`config.mk`:
```
export PLATFORM = sky130hd
export DESIGN_NAME = bhq_cell
export DESIGN_NICKNAME = d
export VERILOG_FILES = /design/src/rtl/bhq_pkg.sv /design/src/rtl/bhq_cell.sv
export SDC_FILE = /design/constraint.sdc
export NUM_CORES = 1
export LEC_CHECK = 0
export BUFFER_PORTS_ARGS = -buffer_cell sky130_fd_sc_hd__buf_4
export CAP_MARGIN = 20
export CORE_ASPECT_RATIO = 0.9
export CORE_MARGIN = 2
export CORE_UTILIZATION = 47
export CTS_CLUSTER_SIZE = 28
export DETAILED_ROUTE_END_ITERATION = 8
export PLACE_DENSITY_LB_ADDON = 0.12
export SLEW_MARGIN = 20
export SYNTH_ARGS = -nofsm -noshare
export SYNTH_HDL_FRONTEND = slang
export SYNTH_SLANG_ARGS = --single-unit
```
`constraint.sdc`:
```
create_clock -name clock -period 3.7 [get_ports clock]
set_input_delay 0 -clock clock [delete_from_list [all_inputs] [get_ports clock]]
set_output_delay 0 -clock clock [all_outputs]
set_load 0.02 [all_outputs]
```
`src/rtl/bhq_pkg.sv`:
```
package bhq_pkg;

   localparam int VALUE_W = 32;
   localparam logic signed [VALUE_W-1:0] MOST_NEG = {1'b1, {(VALUE_W-1){1'b0}}};

   typedef enum logic {
      OP_PUSH = 1'b0,
      OP_POP  = 1'b1
   } opcode_type;

   typedef enum logic [1:0] {
      ST_OK    = 2'd0,
      ST_EMPTY = 2'd1,
      ST_FULL  = 2'd2
   } status_type;

   // per-cycle command broadcast to every cell
   typedef struct packed {
      logic push;
      logic pop;
   } cell_ctrl_type;

endpackage

```
`src/rtl/bhq_cell.sv`:
```
module bhq_cell import bhq_pkg::*; (
   input  logic                      clock,
   input  logic                      reset,
   input  cell_ctrl_type             ctrl,
   input  logic signed [VALUE_W-1:0] value,
   input  logic                      left_ge,
   input  logic signed [VALUE_W-1:0] left_data,
   input  logic                      left_valid,
   input  logic signed [VALUE_W-1:0] right_data,
   input  logic                      right_valid,
   output logic                      ge,
   output logic signed [VALUE_W-1:0] data,
   output logic                      valid
);

   logic signed [VALUE_W-1:0] data_ff, data_in;
   logic                      valid_ff, valid_in;

   // entry stays in place on a push when it is at least the new value
   assign ge    = valid_ff && (data_ff >= value);
   assign data  = data_ff;
   assign valid = valid_ff;

   always_comb begin
      data_in  = data_ff;
      valid_in = valid_ff;
      if (ctrl.push && !ge) begin
         if (left_ge) begin
            data_in  = value;
            valid_in = 1'b1;
         end else begin
            data_in  = left_data;
            valid_in = left_valid;
         end
      end else if (ctrl.pop) begin
         data_in  = right_data;
         valid_in = right_valid;
      end
   end

   always_ff @(posedge clock) begin
      data_ff <= data_in;
      if (reset) begin
         valid_ff <= 1'b0;
      end else begin
         valid_ff <= valid_in;
      end
   end

endmodule

```
# Word level (Yosys, flattened, before mapping)
# Cells that the tools add are included.
[op_classes]
magnitude_cmp = 1
n_mux = 6
n_reduce_logical = 4
[op_table]
columns = ["operator", "n"]
rows = [
  ["32-bit 2-to-1 mux", 3],
  ["32-bit >= comparator", 1],
  ["1-bit 2-to-1 mux", 3],
  ["1-bit logical AND", 2],
  ["2-bit nonzero test", 1],
  ["1-bit logical NOT", 1],
]
[word_totals]
ff_bits = 33
out_inout_bits = 34

# Depth between registers and ports, before layout
[logic_depth]
ltp_word = 5
ltp_mapped = 10

# Worst setup path after synthesis
# No wires, ideal clock.
[synth_path]
kind = "register -> register"
start = "register data_ff[1] (netlist: data[1])"
end = "register data_ff[0] (netlist: data[0]), enable pin"
setup_time_ns = 0.394
t_arrival_ns = 2.860
t_required_ns = 3.306
slack_ns = 0.446
stages_incl_launch_ff = 10
n_path_buf = 1
synth_period_minus_slack_ns = 3.254
path_cell_list = "edfxtp_1 > ha_1 > nor2b_4 > o211ai_2 > a2111oi_1 > o31a_1 > nor4_4 > o21ai_4 > buf_12 > nand2b_1"
[synth_between]
elab_chain_len = 5
[synth_lines]
columns = ["item", "line_no", "text"]
rows = [
  ["start: declaration", "bhq_cell.sv:16", "logic signed [VALUE_W-1:0] data_ff, data_in;"],
  ["start signal: assignment", "bhq_cell.sv:42", "data_ff <= data_in;"],
  ["32-bit >= comparator", "bhq_cell.sv:20", "assign ge = valid_ff && (data_ff >= value);"],
  ["1-bit logical AND", "bhq_cell.sv:20", ""],
  ["1-bit logical NOT", "bhq_cell.sv:27", "if (ctrl.push && !ge) begin"],
  ["1-bit logical AND", "bhq_cell.sv:27", ""],
  ["2-bit nonzero test (no source line)", "-", ""],
]
# Every way passes these cells.
# A chain may end at the register's enable or synchronous reset.

# Worst setup path after layout
[layout_path]
start = "register data_ff[14] (netlist: data[14])"
end = "register data_ff[31] (netlist: data[31]) (data pin)"
[layout_between]
elab_chain_len = 5
[layout_lines]
columns = ["item", "line_no"]
rows = [
  ["32-bit >= comparator", "bhq_cell.sv:20"],
  ["1-bit logical AND", "bhq_cell.sv:20"],
  ["1-bit logical NOT", "bhq_cell.sv:27"],
  ["1-bit logical AND", "bhq_cell.sv:27"],
  ["32-bit 2-to-1 mux", "bhq_cell.sv:27"],
  ["via data_in[31]", "bhq_cell.sv:16"],
]
# The timed path passes the listed nets, and every way through them passes these cells.

==> summary.md <==
| Metric | Value |
|---|---|
| Yosys reg bits | 33 |
| Slew HR | 0.676 |
| TritonCTS Buffers | 5 |
| Final HPWL DP | between 5000 and 6000 um |
| Vias in the first global route | between 2000 and 2500 |
| HP Class | in2reg |
| I/O pin count | 137 |
| Synth warnings | 0 |
| Root Driver | clkbuf_8 |
| Detailed Route WL | roughly 6700 um |
| CP required | around 3700 ps |
| Register area share after synthesis | 0.342 |
| Die W | between 80 and 90 um |
| TritonCTS clock tree | built |
| Commonest non-fill, non-tap cell in the layout | buf_4 |
| H-tree depth | 2 |
| Clock Tree Buf Depth | 2 |
| Critical setup path kind | reg2reg |
| Core ar. | slightly below 6000 sq um |
| Post-synth EDFFs | 32 |
| Worst-path clk slew | ~70 ps |
| Clock skew | 3.96 ps |
| DR WL/cell | approximately 15 um |
| Slew @ Worst Pin | about 480 ps |
| Unrepaired setup endpoints after global routing | no |
| Via Count | 2222 |
| Most used flip-flop cell after synthesis | edfxtp_1 |
| Final setup fails | 0 |
| Antenna Cells | 0 |
| Die height | ~78 um |
| Max Slew Vio Count | 0 |
| Synth Area per Inst | about 12 sq um |
| CTS resizes | 0 |
| Final net count | 504 |
| Worst hold slack | slightly below 20 ps |
| Die area | 6740 sq um |
| Worst Path Max Fanout | 24 |
| First-pass GRT wire length | approximately 11000 um |
| Global-route usage over all layers | 0.205 |
| Worst vdd ir | around 0.17 mV |
| Power Density | between 300 and 400 nW/um^2 |
| Final hold vios | 0 |
| Post-synthesis cell count | 230 |
| Initial DRC Count | 83 |
| Fin crit share | 0.808 |
| Most frequent cells in the layout | buf_4, mux2_2, inv_1 |
| DRC violations left | 0 |
| Worst setup SP type | register |
| Clock sink count | 33 |
| Post-CTS Setup Bufs | 0 |
| First-pass DRT Iterations | 4 |
| DR vias/cell | 5.05 |
| GPL Wtd Cong | ~0.8 |
| Worst EP arrival | 3020 ps |
| Max_cap viols | 0 |
| Worst setup EP type | register |
| Setup TNS | 0 ps |
| Core Rows | 26 |
| GRT overflow | 0 |
| Synth async-reset ratio | 0 |
| Max Clock Freq | roughly 330 MHz |
| Lkg Pwr | ~2.0 nW |
| Initial Util | 0.495 |
| Largest net degree at the start of global routing | 34 |
| Tot Pwr | around 1.3 mW |
| Number of library cell types mapped by synthesis | 35 |
| Area Overhead vs Synth | 40.7% |
| Port bufs | approximately 140 |
| Synth Cell Area | roughly 2900 sq um |
| Syn nets | 365 |
| Antenna violations before repair | 0 |
| Tmin final | between 2000 and 3000 ps |
| Antenna Violating Nets Remaining | 0 |
| Status | finished, final reports clean |
| Ratio of cells with drive above 1 in the final layout | 0.603 |
| Worst-Skew Late Latency | approximately 280 ps |
per-stage QoR:
step | instances | area, sq um | worst slack [ps] | utilization
global placement | 431 | 3940 | 765 | 0.681
detailed placement | 431 | 3940 | 697 | 0.681
finish | 440 | 4030 | 712 | 0.696
floorplan | 230 | 2870 | 446 | -
global route | 440 | 4030 | 531 | 0.696
CTS | 440 | 4030 | 685 | 0.696
where the power goes:
group	total [mW]	switching, mW	internal [mW]
clock	0.254	0.127	0.127
combinational	0.560	0.261	0.299
sequential	0.500	0.0268	0.474
total	1.31	0.415	0.900
path summary, 6_finish.rpt:
check / startpoint / endpoint / slack [ps] / depth (start not counted)
worst max-delay path: data[14]$_DFFE_PP_ / data[31]$_DFFE_PP_ / 710 / 8
worst min-delay path: right_data[23] / data[23]$_DFFE_PP_ / 20 / 2
worst max register to register: data[14]$_DFFE_PP_ / data[31]$_DFFE_PP_ / 710 / 8
worst min register to register: valid$_SDFFE_PP0P_ / valid$_SDFFE_PP0P_ / 810 / 3
critical path, cell delays in order, from the launching register on:
cell and delay, ps:
edfxtp_1 410, ha_1 340, nand4_1 230, a2111oi_1 370
o31a_1 220, nor4_4 80, o21ai_4 440, buf_12 290
mux2_2 360
area by class of cell:
cell class	instances	area (sq um)
inverter	35	131
fill	452	1760
timing repair buffer	139	1070
sequential	33	981
clock inverter	3	12.5
multi-input combinational	155	1680
tap	70	87.6
clock buffer	5	68.8
cells in the mapped netlist (all sizes together) (2+ instances only):
cell type  number  area (sq um)
ha             32           400
edfxtp         32           961
nand2           7          26.3
buf             3          60.1
o21ai           6          41.3
inv            35           131
nor3b           2          20.0
nor4            3          48.8
a21oi          14          70.1
nand4           8          77.6
nor2            2          7.51
mux2           65           841
clkbuf          4          15.0
o211ai          2          20.0
nand3           3          15.0
sequential cells by signal, indices dropped and copies added, names as in the netlist:
| signal | count |
|---|---|
| data | 32 |
| valid | 1 |
metal layers:
metal	part of all wire	track usage
met5	0	0
met4	0.0072	0.0547
met3	0.068	0.0421
met2	0.47	0.336
met1	0.46	0.277
kinds of logic after synthesis:
logic type	count (synthesis)	share of synthesized area
buf+inv	42	0.0721
compound gates	29	0.0707
fa+ha+maj	32	0.140
mux	65	0.293
simple gates	29	0.0817
flops	33	0.342
repair_timing:
action,CTS,global route
setup endpoints to repair,0,0
hold endpoints to repair,1,0
hold buffers,1,0
(Power assumes the default switching activity.)
